[src/sv/frcc_pkg.sv]
// Shared types, constants and byte classification for the FASTA composition counter.
`timescale 1ns / 1ps

package frcc_pkg;

  localparam logic [7:0] HDR_MARK = 8'h3E;
  localparam logic [7:0] NEWLINE  = 8'h0A;

  localparam int OPQ_DEPTH = 4;
  localparam int OPQ_PTR_W = $clog2(OPQ_DEPTH);

  localparam logic [1:0] CLS_GC   = 2'd0;
  localparam logic [1:0] CLS_AT   = 2'd1;
  localparam logic [1:0] CLS_AMB  = 2'd2;
  localparam logic [1:0] CLS_ANOM = 2'd3;

  localparam logic [1:0] OP_HDR   = 2'd0;
  localparam logic [1:0] OP_SEQ   = 2'd1;
  localparam logic [1:0] OP_OPEN  = 2'd2;
  localparam logic [1:0] OP_CLOSE = 2'd3;

  typedef struct packed {
    logic [1:0] kind;
    logic [1:0] cls;
    logic       emit;
  } op_t;

  typedef struct packed {
    logic [15:0] record_index;
    logic [31:0] seq_length;
    logic [31:0] gc_count;
    logic [31:0] at_count;
    logic [31:0] ambiguous_count;
    logic [31:0] anomalous_count;
    logic [31:0] header_length;
    logic [31:0] min_length;
    logic [31:0] max_length;
    logic [31:0] min_ambiguous;
    logic [31:0] max_ambiguous;
  } res_t;

  function automatic logic [1:0] classify(input logic [7:0] b);
    logic [7:0] u;
    logic [1:0] c;
    u = b;
    if (b >= 8'h61 && b <= 8'h7A) begin
      u = b - 8'h20;
    end
    if (u inside {8'h43, 8'h47}) begin
      c = CLS_GC;
    end else if (u inside {8'h41, 8'h54}) begin
      c = CLS_AT;
    end else if (u inside {8'h52, 8'h59, 8'h4B, 8'h4D, 8'h53, 8'h57,
                           8'h42, 8'h44, 8'h48, 8'h56, 8'h4E}) begin
      c = CLS_AMB;
    end else if (b == 8'h2D) begin
      c = CLS_AMB;
    end else begin
      c = CLS_ANOM;
    end
    return c;
  endfunction

endpackage

[src/sv/frcc_front.sv]
// Front end: tracks line and record state and turns bytes into counter operations.
`timescale 1ns / 1ps

module frcc_front
  import frcc_pkg::*;
(
  input  logic       clk,
  input  logic       rst,
  input  logic       accept,
  input  logic       mode,
  input  logic [7:0] data_byte,
  output logic       op_valid,
  output op_t        op
);

  logic in_header;
  logic at_line_start;
  logic record_open;
  logic in_header_next;
  logic at_line_start_next;
  logic record_open_next;

  always_comb begin
    in_header_next     = in_header;
    at_line_start_next = at_line_start;
    record_open_next   = record_open;
    op_valid           = 1'b0;
    op.kind            = OP_HDR;
    op.cls             = classify(data_byte);
    op.emit            = 1'b0;
    if (mode) begin
      op_valid           = accept && record_open;
      op.kind            = OP_CLOSE;
      op.emit            = 1'b1;
      record_open_next   = 1'b0;
      in_header_next     = 1'b0;
      at_line_start_next = 1'b1;
    end else if (data_byte == NEWLINE) begin
      in_header_next     = 1'b0;
      at_line_start_next = 1'b1;
    end else if (at_line_start && data_byte == HDR_MARK) begin
      op_valid           = accept;
      op.kind            = OP_OPEN;
      op.emit            = record_open;
      record_open_next   = 1'b1;
      in_header_next     = 1'b1;
      at_line_start_next = 1'b0;
    end else begin
      at_line_start_next = 1'b0;
      if (in_header) begin
        op_valid = accept;
        op.kind  = OP_HDR;
      end else begin
        op_valid = accept && record_open;
        op.kind  = OP_SEQ;
      end
    end
  end

  always_ff @(posedge clk) begin
    if (rst) begin
      in_header     <= 1'b0;
      at_line_start <= 1'b1;
      record_open   <= 1'b0;
    end else if (accept) begin
      in_header     <= in_header_next;
      at_line_start <= at_line_start_next;
      record_open   <= record_open_next;
    end
  end

endmodule

[src/sv/frcc_opq.sv]
// Short operation queue between the front end and the counter back end.
`timescale 1ns / 1ps

module frcc_opq
  import frcc_pkg::*;
(
  input  logic clk,
  input  logic rst,
  input  logic wr_en,
  input  op_t  wr_op,
  output logic full,
  input  logic rd_en,
  output logic empty,
  output op_t  rd_op
);

  op_t                  mem [OPQ_DEPTH];
  logic [OPQ_PTR_W-1:0] wr_ptr;
  logic [OPQ_PTR_W-1:0] rd_ptr;
  logic [OPQ_PTR_W:0]   count;

  assign full  = (count == (OPQ_PTR_W+1)'(OPQ_DEPTH));
  assign empty = (count == '0);
  assign rd_op = mem[rd_ptr];

  always_ff @(posedge clk) begin
    if (wr_en) begin
      mem[wr_ptr] <= wr_op;
    end
  end

  always_ff @(posedge clk) begin
    if (rst) begin
      wr_ptr <= '0;
      rd_ptr <= '0;
      count  <= '0;
    end else begin
      if (wr_en) begin
        wr_ptr <= wr_ptr + OPQ_PTR_W'(1);
      end
      if (rd_en) begin
        rd_ptr <= rd_ptr + OPQ_PTR_W'(1);
      end
      if (wr_en && !rd_en) begin
        count <= count + (OPQ_PTR_W+1)'(1);
      end else if (rd_en && !wr_en) begin
        count <= count - (OPQ_PTR_W+1)'(1);
      end
    end
  end

  a_no_overfill: assert property (@(posedge clk) disable iff (rst)
    count <= (OPQ_PTR_W+1)'(OPQ_DEPTH))
    else $error("op queue count beyond depth");

  a_no_read_empty: assert property (@(posedge clk) disable iff (rst)
    !(rd_en && empty))
    else $error("op queue read while empty");

  a_no_write_full: assert property (@(posedge clk) disable iff (rst)
    !(wr_en && full && !rd_en))
    else $error("op queue written while full");

endmodule

[src/sv/frcc_back.sv]
// Back end: saturating tallies, running extremes and the result register.
`timescale 1ns / 1ps

module frcc_back
  import frcc_pkg::*;
#(
  parameter int COUNT_WIDTH = 32,
  parameter int INDEX_WIDTH = 16
) (
  input  logic clk,
  input  logic rst,
  input  logic q_empty,
  input  op_t  q_op,
  output logic q_rd,
  input  logic pop,
  output logic empty,
  output res_t res
);

  localparam logic [COUNT_WIDTH-1:0] CNT_MAX = '1;

  logic [INDEX_WIDTH-1:0] record_number;
  logic [COUNT_WIDTH-1:0] length_count;
  logic [COUNT_WIDTH-1:0] gc_tally;
  logic [COUNT_WIDTH-1:0] at_tally;
  logic [COUNT_WIDTH-1:0] ambiguous_tally;
  logic [COUNT_WIDTH-1:0] anomalous_tally;
  logic [COUNT_WIDTH-1:0] header_tally;
  logic [COUNT_WIDTH-1:0] shortest_length;
  logic [COUNT_WIDTH-1:0] longest_length;
  logic [COUNT_WIDTH-1:0] fewest_ambiguous;
  logic [COUNT_WIDTH-1:0] most_ambiguous;
  logic [COUNT_WIDTH-1:0] shortest_length_next;
  logic [COUNT_WIDTH-1:0] longest_length_next;
  logic [COUNT_WIDTH-1:0] fewest_ambiguous_next;
  logic [COUNT_WIDTH-1:0] most_ambiguous_next;
  logic                   out_valid;
  logic                   out_accept;
  logic                   emit_fire;

  function automatic logic [COUNT_WIDTH-1:0] sat_inc(input logic [COUNT_WIDTH-1:0] v);
    return (v == CNT_MAX) ? v : v + COUNT_WIDTH'(1);
  endfunction

  assign out_accept = pop && out_valid;
  assign q_rd       = !q_empty && (!q_op.emit || !out_valid || pop);
  assign emit_fire  = q_rd && q_op.emit;
  assign empty      = !out_valid;

  always_comb begin
    shortest_length_next  = (length_count < shortest_length) ? length_count : shortest_length;
    longest_length_next   = (length_count > longest_length) ? length_count : longest_length;
    fewest_ambiguous_next = (ambiguous_tally < fewest_ambiguous) ? ambiguous_tally
                                                                 : fewest_ambiguous;
    most_ambiguous_next   = (ambiguous_tally > most_ambiguous) ? ambiguous_tally
                                                               : most_ambiguous;
  end

  always_ff @(posedge clk) begin
    if (rst) begin
      record_number    <= '0;
      length_count     <= '0;
      gc_tally         <= '0;
      at_tally         <= '0;
      ambiguous_tally  <= '0;
      anomalous_tally  <= '0;
      header_tally     <= '0;
      shortest_length  <= CNT_MAX;
      longest_length   <= '0;
      fewest_ambiguous <= CNT_MAX;
      most_ambiguous   <= '0;
    end else if (q_rd) begin
      if (q_op.emit) begin
        record_number    <= record_number + INDEX_WIDTH'(1);
        shortest_length  <= shortest_length_next;
        longest_length   <= longest_length_next;
        fewest_ambiguous <= fewest_ambiguous_next;
        most_ambiguous   <= most_ambiguous_next;
      end
      case (q_op.kind)
        OP_HDR: begin
          header_tally <= sat_inc(header_tally);
        end
        OP_SEQ: begin
          length_count <= sat_inc(length_count);
          case (q_op.cls)
            CLS_GC:  gc_tally <= sat_inc(gc_tally);
            CLS_AT:  at_tally <= sat_inc(at_tally);
            CLS_AMB: ambiguous_tally <= sat_inc(ambiguous_tally);
            default: anomalous_tally <= sat_inc(anomalous_tally);
          endcase
        end
        OP_OPEN: begin
          length_count    <= '0;
          gc_tally        <= '0;
          at_tally        <= '0;
          ambiguous_tally <= '0;
          anomalous_tally <= '0;
          header_tally    <= '0;
        end
        default: begin
        end
      endcase
    end
  end

  always_ff @(posedge clk) begin
    if (rst) begin
      out_valid <= 1'b0;
    end else if (emit_fire) begin
      out_valid <= 1'b1;
    end else if (out_accept) begin
      out_valid <= 1'b0;
    end
  end

  always_ff @(posedge clk) begin
    if (emit_fire) begin
      res.record_index    <= 16'(record_number);
      res.seq_length      <= 32'(length_count);
      res.gc_count        <= 32'(gc_tally);
      res.at_count        <= 32'(at_tally);
      res.ambiguous_count <= 32'(ambiguous_tally);
      res.anomalous_count <= 32'(anomalous_tally);
      res.header_length   <= 32'(header_tally);
      res.min_length      <= 32'(shortest_length_next);
      res.max_length      <= 32'(longest_length_next);
      res.min_ambiguous   <= 32'(fewest_ambiguous_next);
      res.max_ambiguous   <= 32'(most_ambiguous_next);
    end
  end

  a_no_overwrite: assert property (@(posedge clk) disable iff (rst)
    emit_fire |-> (!out_valid || pop))
    else $error("result register overwritten before its transaction");

  a_extremes_ordered: assert property (@(posedge clk) disable iff (rst)
    emit_fire |=> (shortest_length <= longest_length && fewest_ambiguous <= most_ambiguous))
    else $error("running extremes out of order after close");

  a_parts_within_length: assert property (@(posedge clk) disable iff (rst)
    ambiguous_tally <= length_count && anomalous_tally <= length_count)
    else $error("class tally exceeds sequence length");

endmodule

[src/sv/fasta_record_composition_counter_core.sv]
// Top level of the FASTA record composition counter.
//
// channel  | handshake            | payload
// ---------+----------------------+-----------------------------------------------
// input    | push / full          | mode, data_byte
// result   | empty / pop          | record_index, seq_length, counts, extremes
//
// One byte is taken every cycle while full is low; the front end decides the
// operation in the accepting cycle and the back end applies one op per cycle
// unless it stalls. A closing op passes the op queue, then its result waits in
// the result register; the back end stalls only on an op closing a record while
// it is held; full rises once the four-entry op queue fills behind it. Reset is
// synchronous and clears all but data storage at once; no clearing pass is needed.
`timescale 1ns / 1ps

module fasta_record_composition_counter_core
  import frcc_pkg::*;
#(
  parameter int COUNT_WIDTH = 32,
  parameter int INDEX_WIDTH = 16
) (
  input  logic        clk,
  input  logic        rst,
  input  logic        push,
  output logic        full,
  input  logic        mode,
  input  logic [7:0]  data_byte,
  output logic        empty,
  input  logic        pop,
  output logic [15:0] record_index,
  output logic [31:0] seq_length,
  output logic [31:0] gc_count,
  output logic [31:0] at_count,
  output logic [31:0] ambiguous_count,
  output logic [31:0] anomalous_count,
  output logic [31:0] header_length,
  output logic [31:0] min_length,
  output logic [31:0] max_length,
  output logic [31:0] min_ambiguous,
  output logic [31:0] max_ambiguous
);

  logic accept;
  logic op_valid;
  op_t  op;
  logic q_empty;
  logic q_rd;
  op_t  q_op;
  res_t res;

  assign accept = push && !full;

  frcc_front u_front (
    .clk       (clk),
    .rst       (rst),
    .accept    (accept),
    .mode      (mode),
    .data_byte (data_byte),
    .op_valid  (op_valid),
    .op        (op)
  );

  frcc_opq u_opq (
    .clk   (clk),
    .rst   (rst),
    .wr_en (op_valid),
    .wr_op (op),
    .full  (full),
    .rd_en (q_rd),
    .empty (q_empty),
    .rd_op (q_op)
  );

  frcc_back #(
    .COUNT_WIDTH (COUNT_WIDTH),
    .INDEX_WIDTH (INDEX_WIDTH)
  ) u_back (
    .clk     (clk),
    .rst     (rst),
    .q_empty (q_empty),
    .q_op    (q_op),
    .q_rd    (q_rd),
    .pop     (pop),
    .empty   (empty),
    .res     (res)
  );

  assign record_index    = res.record_index;
  assign seq_length      = res.seq_length;
  assign gc_count        = res.gc_count;
  assign at_count        = res.at_count;
  assign ambiguous_count = res.ambiguous_count;
  assign anomalous_count = res.anomalous_count;
  assign header_length   = res.header_length;
  assign min_length      = res.min_length;
  assign max_length      = res.max_length;
  assign min_ambiguous   = res.min_ambiguous;
  assign max_ambiguous   = res.max_ambiguous;

endmodule
[config.mk]
export PLATFORM = sky130hd
export DESIGN_NAME = fasta_record_composition_counter_core
export DESIGN_NICKNAME = d
export VERILOG_FILES = /design/src/sv/frcc_pkg.sv /design/src/sv/frcc_front.sv /design/src/sv/frcc_opq.sv /design/src/sv/frcc_back.sv /design/src/sv/fasta_record_composition_counter_core.sv
export SDC_FILE = /design/constraint.sdc
export NUM_CORES = 1
export LEC_CHECK = 0
export BUFFER_PORTS_ARGS = -buffer_cell sky130_fd_sc_hd__clkbuf_2
export CAP_MARGIN = 20
export CELL_PAD_IN_SITES_DETAIL_PLACEMENT = 0
export CELL_PAD_IN_SITES_GLOBAL_PLACEMENT = 1
export CORE_MARGIN = 1
export CORE_UTILIZATION = 45
export DETAILED_ROUTE_END_ITERATION = 10
export PLACE_DENSITY_LB_ADDON = 0.2
export SETUP_SLACK_MARGIN = 0.4
export SLEW_MARGIN = 5
export SYNTH_ARGS = -nofsm -noshare
export SYNTH_HDL_FRONTEND = slang
export SYNTH_HIERARCHICAL = 1
export SYNTH_SLANG_ARGS = --single-unit
[constraint.sdc]
create_clock -name clk -period 16.73 [get_ports clk]
set_input_delay 4.1825 -clock clk [delete_from_list [all_inputs] [get_ports clk]]
set_output_delay 4.1825 -clock clk [all_outputs]
set_load 0.01 [all_outputs]
### After elaboration in Yosys (flattened, before gate mapping)

Memories as Yosys holds them, arrays and structs flattened. A register that Yosys moved wholly into a read port is not among the register bits.
Index checks and enable logic that the tools add are counted.

* register bits: 683
* RAM bits: 20
* input port bits: 13
* output and inout bits: 338
* logic and storage cells: 178
* memories: 1

Memory list
* u_opq.mem: depth 4, width 5, rd ports 1, clocked after Yosys merged registers in 1, wr ports 1, RTL line frcc_opq.sv:17 `op_t mem [OPQ_DEPTH];`

* $add $sub $neg: 12
* $lt $le $gt $ge: 6
* eq/ne operators: 40
* muxes and demuxes: 51
* reduce and logical (&&, ||, !) cells: 39

Operator list (number)
* $mux 32: 14
* $pmux 32 s2: 6
* $add 32x1->32 const B: 6
* $eq 32x32->1 const B: 6
* $eq 8x7->1 const B: 15
* $gt 32x32->1: 2
* $lt 32x32->1: 2
* $mux 1: 20
* $add 16x1->16 const B: 1
* $eq 8x6->1 const B: 2
* $mux 2: 8
* $ne 2x2->1 const B: 8
* $reduce_and 4->1: 4
* $reduce_bool 2->1: 7
* $reduce_bool 11->1: 1
* $logic_and 1x1->1: 9
* $reduce_and 3->1: 3
* $eq 8x4->1 const B: 1
* $ge 8x7->1 const B: 1
* $le 8x7->1 const B: 1
* $mux 8: 1
* $sub 8x6->8 const B: 1
* $logic_not 1->1: 6
* $mux 3: 2
* other kinds (13): 21

### Logic depth before layout (Yosys ltp)

Gate-level depths: netlist of run 1.

* depth after elaboration: 12
* mapped depth: 13
* gate-level depth less buffers: 11

### Modules after synthesis

Netlist of run 1, hierarchy kept.

By module, submodules not included
* frcc_back: times used 1, cells each 2744, area each 29291.8 um2, sequential area each 16836.1 um2
* frcc_opq: times used 1, cells each 70, area each 1153.6 um2, sequential area each 780.7 um2
* frcc_front: times used 1, cells each 58, area each 407.9 um2, sequential area each 60.1 um2
* fasta_record_composition_counter_core: times used 1, cells each 1, area each 13.8 um2, sequential area each 0.0 um2

### Worst setup path before layout of run 1

No wires, ideal clock.

* path kind: input to register
* from: input port pop
* to: register u_back.fewest_ambiguous[23]
* setup time: 101 ps
* arrival time: 15181 ps
* data required time: 16629 ps
* path slack: 1448 ps
* stages: 6
* path buffers: 2
* cells stage by stage: nand2b_1 nand3_1 inv_1 clkbuf_1 clkbuf_1 a311o_1

* cells in the longest elaborated chain, start to end: 3

RTL lines
* start: declaration: RTL line fasta_record_composition_counter_core.sv:29 `input logic pop,`
* $logic_or 1x1->1: RTL line frcc_back.sv:46 `assign q_rd = !q_empty && (!q_op.emit || !out_valid || pop);`
* $logic_and 1x1->1: RTL line frcc_back.sv:46
* $reduce_and 2->1 (no line)
* end signal: assignment: RTL line frcc_back.sv:77 `fewest_ambiguous <= fewest_ambiguous_next;`
* end: declaration: RTL line frcc_back.sv:31 `logic [COUNT_WIDTH-1:0] fewest_ambiguous;`

No other way between the ends.
A chain may end at the register's enable or synchronous reset.

### Worst setup path after layout of run 1

* from: input port pop
* to: register u_back.fewest_ambiguous[1]

Same word-level chain as after synthesis.

==> results.sh, run 1 <==
export IMPL_outcome="finished, final reports clean"
export IMPL_yosys_area_top_type_share=0.346
export IMPL_drive_gt1_frac=0.170
export IMPL_die_x_um=264
export IMPL_fin_worst_skew_ps=18.0
export IMPL_die_h_um=264
export IMPL_synth_nets=3029
export IMPL_clkLatencyLatePin_ps=610
export IMPL_cts_buffers=76
export IMPL_postCtsSetupBuffers=0
export IMPL_cp_data_required_time_ps=17230
export IMPL_grt_pass1_vias=21388
export IMPL_worstSetupStartpoint="pop"
export IMPL_yosys_warnings=6
export IMPL_final_cell_mix="356 x edfxtp_1, 349 x clkbuf_2, 349 x dfxtp_1"
export IMPL_ir_drop_mv=0.108
export IMPL_hpwl_mm=51.3
export IMPL_hp_start="u_back/record_number[15]$_SDFFE_PP0P_"
export IMPL_layout_nets=3343
export IMPL_critical_path_class="in -> reg"
export IMPL_endpoint_kind="flip-flop"
export IMPL_rsz0062_at_grt="false"
export IMPL_synth_top_cells_by_area="edfxtp_1 35%, dfxtp_1 23%, ha_1 5.8%, nor2_1 3.4%, o21ai_0 3.3%"
export IMPL_finalCriticalPeriod_ps=7130
export IMPL_gp_congestion=0.833
export IMPL_synth_top_flop_cell="edfxtp_1"
export IMPL_drt_iter0_markers=1588
export IMPL_core_region_area_um2=67500
export IMPL_viasPerCell=5.38
export IMPL_critPathMostFrequentCell="buf_4"
export IMPL_wl_per_cell_um=18.2
export IMPL_htreeDepth=3
export IMPL_max_slew_margin=0.271
export IMPL_cp_slowest_stage_delay_ps=840
export IMPL_use_met3=0.0462
export IMPL_hold_buffers=0
export IMPL_first_pass_iters=7
export IMPL_hold_end="u_back/res[335]$_DFFE_PP_"
export IMPL_rr_endpoint="u_back/ambiguous_tally[11]$_SDFFE_PP0P_"
export IMPL_drc=0
export IMPL_holdCritPathClass="reg -> reg"
export IMPL_grt_first_pass_wirelength_mm=118
export IMPL_grt_overflow=0
export IMPL_grt_max_degree=151
export IMPL_initial_core_util=0.457
export IMPL_ff2ff_path_depth=9
export IMPL_path_clk_slew_ps=60
export IMPL_cp_max_fo=150
export IMPL_drv_cap=0
export IMPL_synth_seq_cells=705
export IMPL_ys_types=79
export IMPL_synth_edf_count=356
export IMPL_cp_arrival_ps=7630
export IMPL_tightest_slew_ps=1090
export IMPL_area_growth_syn_to_layout_pct=16.5
export IMPL_fillers=5974
export IMPL_total_power_mw=5.35
export IMPL_cts_tree="done"
export IMPL_final_common_cell="edfxtp_1"
export IMPL_reg2reg_setup_slack_ps=12210
export IMPL_track_usage=0.212
export IMPL_syn_inst=2873
export IMPL_clockRootBuffer="clkbuf_16"
export IMPL_cts_path_max_buffers=3
export IMPL_start_kind="primary input"
export IMPL_vias=22184
export IMPL_synth_seq_area_share=0.573
export IMPL_power_leakage_nw=13.8
export IMPL_grt_use_met2=0.340
export IMPL_synth_top_area_cell="edfxtp_1"
export IMPL_syn_area_per_cell_um2=10.7
export IMPL_worst_path_max_delay_cell="buf_4"
export IMPL_ctsResizeCount=0
export IMPL_finalCritPeriodShare=0.426
export IMPL_rows=95
export IMPL_setup_slack_ps=9600
export IMPL_path_cells="clkbuf_2 > nand2b_1 > nand3_4 > inv_8 > buf_4 > buf_16 > buf_4 > a21oi_1 > a311o_1"
export IMPL_dieArea_um2=69600
export IMPL_antenna_found_initial=1
export IMPL_netlist_area_um2=30900
export IMPL_ys_async_sr_fraction=0
export IMPL_ant_nets=0
export IMPL_grtUsageMet1=0.287
export IMPL_hold_depth=0
export IMPL_grt_busiest_layer="met2"
export IMPL_cts_sinks=705
export IMPL_power_density_nw_per_um2=149
export IMPL_setup_viol=0
export IMPL_fmax_mhz=140
export IMPL_hold_violations=0
export IMPL_place_ws_ps=8700
export IMPL_portBuffers=350
export IMPL_setup_tns_ps=0
export IMPL_final_max_slew_viol_count=0
export IMPL_finalWirelength_mm=75.2
export IMPL_ioPinCount=351
metrics by stage:
stage / cells / hold WS, ps / cell area [µm²] / utilization
after floorplan: 2873 / 428 / 30900 / -
after global placement: 3978 / 443 / 33300 / 0.494
after detailed placement: 3978 / 451 / 33300 / 0.494
after CTS: 4120 / 466 / 35900 / 0.531
after global routing: 4124 / 479 / 36000 / 0.533
final: 4125 / 461 / 36000 / 0.533
worst max-delay path by stage:
stage                     depth (start not counted)                                       end  slack [ps]
after global placement                            8   u_back/fewest_ambiguous[1]$_SDFFE_PP1P_        8860
final                                             9   u_back/fewest_ambiguous[1]$_SDFFE_PP1P_        9600
after floorplan                                   6  u_back/fewest_ambiguous[23]$_SDFFE_PP1P_        1450
after detailed placement                          8   u_back/fewest_ambiguous[4]$_SDFFE_PP1P_        8700
after global routing                              9   u_back/fewest_ambiguous[4]$_SDFFE_PP1P_        9340
after CTS                                         8   u_back/fewest_ambiguous[1]$_SDFFE_PP1P_        9360
sequential cells by signal, indices dropped and copies added (netlist names), named ones only:
register,flops
u_opq/rd_ptr,2
u_back/fewest_ambiguous,32
u_back/res,336
u_front/in_header,1
u_back/shortest_length,32
u_back/gc_tally,32
u_back/at_tally,32
u_front/record_open,1
u_back/record_number,16
u_opq/mem,20
u_opq/wr_ptr,2
u_back/most_ambiguous,32
u_back/out_valid,1
u_back/longest_length,32
u_front/at_line_start,1
u_back/header_tally,32
u_opq/count,3
u_back/anomalous_tally,32
u_back/ambiguous_tally,32
u_back/length_count,32
kinds of logic after synthesis:
logic type,Yosys count,share of synthesized area
mux,43,0.0172
buf+inv,324,0.0420
fa+ha+maj,143,0.0582
simple gates,955,0.157
flops,705,0.573
xor+xnor,184,0.0522
compound gates,519,0.100
routing by layer:
| metal | vias up | share of wire |
|---|---|---|
| met5 | - | 0 |
| met4 | 0 | 0.020 |
| met3 | 92 | 0.067 |
| met2 | 535 | 0.46 |
| met1 | 10608 | 0.45 |
| li1 | 10949 | - |
worst max-delay path: cells and delay by family:
| kind | cells | cell delay, ps |
|---|---|---|
| AND/OR/NAND/NOR | 2 | 320 |
| AO/OA/AOI/OAI | 2 | 510 |
| buffers and inverters | 5 | 2330 |
layout make-up:
| cell class | instances | area (µm²) | area share |
|---|---|---|---|
| Clock inverter | 31 | 357 | 0.00992 |
| Antenna cell | 1 | 2.50 | 0.0000696 |
| Timing Repair Buffer | 374 | 1990 | 0.0554 |
| Multi-Input combinational cell | 1844 | 11900 | 0.332 |
| Tap cell | 873 | 1090 | 0.0304 |
| Clock buffer | 111 | 2180 | 0.0606 |
| Inverter | 186 | 706 | 0.0196 |
| Sequential cell | 705 | 17700 | 0.492 |
where the power goes:
group,internal (mW),switching (mW)
clock network,1.02,0.685
logic,0.363,0.869
registers,2.27,0.146
synthesized netlist by cell type (all sizes together), types with 11 or more instances:
master and count:
nand2 223, xnor2 81, and4 30, nand4 104
o21ai 205, nor4 17, ha 142, o31ai 29
mux2 31, and3 25, a21oi 180, nand3 87
inv 186, nor3 38, o21a 11, buf 45
nor2 280, edfxtp 356, or3 63, a311o 30
and2 20, or4b 29, dfxtp 349, xor2 103
clkbuf 93
Note: power is estimated with default switching activity, not from simulation.
==> inputs of run 2 (changes only) <==
- CORE_UTILIZATION: 45 -> 42
- clock period: 16.73 -> 6.13 ns (I/O delays scaled with it)
==> run 2 against run 1 <==
Against the previous run:
- clock skew grew 6.7 ps
- largest cell class unchanged
- critical endpoint is now u_back/length_count[13]$_SDFFE_PP0P_
- register-to-register slack got worse by 10000 ps
- total power rose to 2.8 times the previous value
- critical path type is now reg -> reg
- non-clock buffer count grew 2
- largest power group unchanged
- clock-buffer cell count decreased by 8
- via count shrank 0.25%
==> results.sh, run 2 (synthesis results as in run 1) <==
export IMPL_initial_core_util=0.424
export IMPL_core_region_area_um2=72800
export IMPL_ff_latch_area_um2=17700
export IMPL_ant_nets=0
export IMPL_holdCritPathClass="reg -> reg"
export IMPL_finalWirelength_mm=75.8
export IMPL_die_x_um=273
export IMPL_grt_max_degree=133
export IMPL_postPlaceCellArea_um2=33500
export IMPL_hold_buffers=0
export IMPL_setup_viol=0
export IMPL_postCtsSetupBuffers=0
export IMPL_cp_slowest_stage_delay_ps=800
export IMPL_fmax_mhz=230
export IMPL_cp_data_required_time_ps=6660
export IMPL_clkLatencyLatePin_ps=620
export IMPL_cp_arrival_ps=4890
export IMPL_final_max_slew_viol_count=0
export IMPL_gp_congestion=0.854
export IMPL_vias=22129
export IMPL_critical_path_class="reg -> reg"
export IMPL_layout_nets=3346
export IMPL_drive_gt1_frac=0.172
export IMPL_max_slew_margin=0.310
export IMPL_top_register="u_back/res"
export IMPL_multiInputGateArea_um2=11900
export IMPL_largest_reg_flops=336
export IMPL_endpoint_kind="flip-flop"
export IMPL_htreeDepth=3
export IMPL_path_cells="mux4_2 > inv_1 > ha_1 > inv_1 > or4_1 > or3_1 > a31o_1 > buf_8 > a21oi_1"
export IMPL_cts_tree="done"
export IMPL_ctsResizeCount=0
export IMPL_antenna_found_initial=1
export IMPL_diodes=0
export IMPL_worstSetupEndpoint="u_back/length_count[13]$_SDFFE_PP0P_"
export IMPL_grt_overflow=0
export IMPL_hold_violations=0
export IMPL_path_clk_slew_ps=60
export IMPL_power_density_nw_per_um2=407
export IMPL_outcome="finished, final reports clean"
export IMPL_first_pass_iters=6
export IMPL_ioPinCount=351
export IMPL_rr_endpoint="u_back/length_count[13]$_SDFFE_PP0P_"
export IMPL_start_kind="flip-flop"
export IMPL_drc=0
export IMPL_rsz0062_at_grt="false"
export IMPL_setup_tns_ps=0
export IMPL_final_common_cell="edfxtp_1"
export IMPL_cp_max_fo=19
export IMPL_design_area_um2=36200
export IMPL_drv_cap=0
export IMPL_tightest_slew_ps=1030
export IMPL_die_h_um=273
export IMPL_wl_per_cell_um=18.0
export IMPL_grt_pass1_vias=21016
export IMPL_track_usage=0.200
export IMPL_dieArea_um2=74600
export IMPL_cts_buffers=77
export IMPL_fin_worst_skew_ps=24.7
export IMPL_drt_iter0_markers=1416
export IMPL_rows=99
export IMPL_grt_first_pass_wirelength_mm=119
export IMPL_cts_sinks=705
export IMPL_hpwl_mm=52.4
export IMPL_fillers=6642
export IMPL_ff2ff_path_depth=9
export IMPL_viasPerCell=5.25
export IMPL_worst_path_max_delay_cell="ha_1"
export IMPL_area_growth_syn_to_layout_pct=17.2
export IMPL_critPathMostFrequentCell="inv_1"
export IMPL_power_leakage_nw=13.8
export IMPL_reg2reg_setup_slack_ps=1780
export IMPL_clockRootBuffer="clkbuf_16"
export IMPL_finalCritPeriodShare=0.710
export IMPL_finalCriticalPeriod_ps=4350
export IMPL_portBuffers=350
export IMPL_ir_drop_mv=0.267
export IMPL_final_cell_mix="356 x edfxtp_1, 349 x clkbuf_2, 349 x dfxtp_1"
export IMPL_cts_path_max_buffers=3
==> run 2: worst min path at each step <==
stage / from / to / slack [ps] / cells past startpoint
final: u_back/record_number[15]$_SDFFE_PP0P_ / u_back/res[335]$_DFFE_PP_ / 470 / 0
after global routing: u_back/gc_tally[17]$_SDFFE_PP0P_ / u_back/res[273]$_DFFE_PP_ / 490 / 0
after CTS: u_back/at_tally[9]$_SDFFE_PP0P_ / u_back/res[233]$_DFFE_PP_ / 480 / 0
after detailed placement: u_back/record_number[15]$_SDFFE_PP0P_ / u_back/res[335]$_DFFE_PP_ / 450 / 0
after global placement: u_back/record_number[15]$_SDFFE_PP0P_ / u_back/res[335]$_DFFE_PP_ / 460 / 0
after floorplan: u_back/record_number[15]$_SDFFE_PP0P_ / u_back/res[335]$_DFFE_PP_ / 430 / 0
==> run 2: area by class of cell <==
class	count	area share
clock buffers	103	0.0591
inverters	186	0.0195
well taps	959	0.0332
flip-flops and latches	705	0.489
multi-input cells	1844	0.330
repair buffers	376	0.0560
clock inverters	41	0.0132
==> run 2: critical path, delay by kind of cell, from the launching register on <==
family,cells,cell delay [ps]
multiplexers,1,570
AO/OA/AOI/OAI,2,530
flip-flops,1,520
buffers and inverters,3,720
AND/OR/NAND/NOR,2,1100
adder cells (fa/ha/maj),1,800
==> run 2: per-layer routing <==
| metal | vias to the layer above | global-route usage | share of wire |
|---|---|---|---|
| li1 | 10932 | - | - |
| met1 | 10603 | 0.276 | 0.47 |
| met2 | 504 | 0.317 | 0.46 |
| met3 | 88 | 0.0429 | 0.057 |
| met4 | 2 | 0.0528 | 0.017 |
| met5 | - | 0 | 0.00012 |
==> run 2: per-stage QoR <==
| step | setup WS [ps] | cells | utilization | hold slack, ps | power, mW |
|---|---|---|---|---|---|
| 5_1_grt | 1520 | 4214 | 0.497 | 491 | 15.5 |
| 4_1_cts | 1590 | 4211 | 0.496 | 476 | 14.9 |
| 2_1_floorplan | 863 | 2873 | - | 428 | 8.71 |
| 6_report | 1780 | 4214 | 0.497 | 466 | 14.7 |
| 3_5_place_dp | 1610 | 4067 | 0.460 | 450 | 10.1 |
| 3_3_place_gp | 1650 | 4067 | 0.460 | 457 | 10.0 |
==> run 2: where the power goes <==
| group | internal (mW) | switching [mW] |
|---|---|---|
| logic | 1.01 | 2.37 |
| clock network | 2.88 | 1.88 |
| registers | 6.19 | 0.387 |
| total | 10.1 | 4.64 |
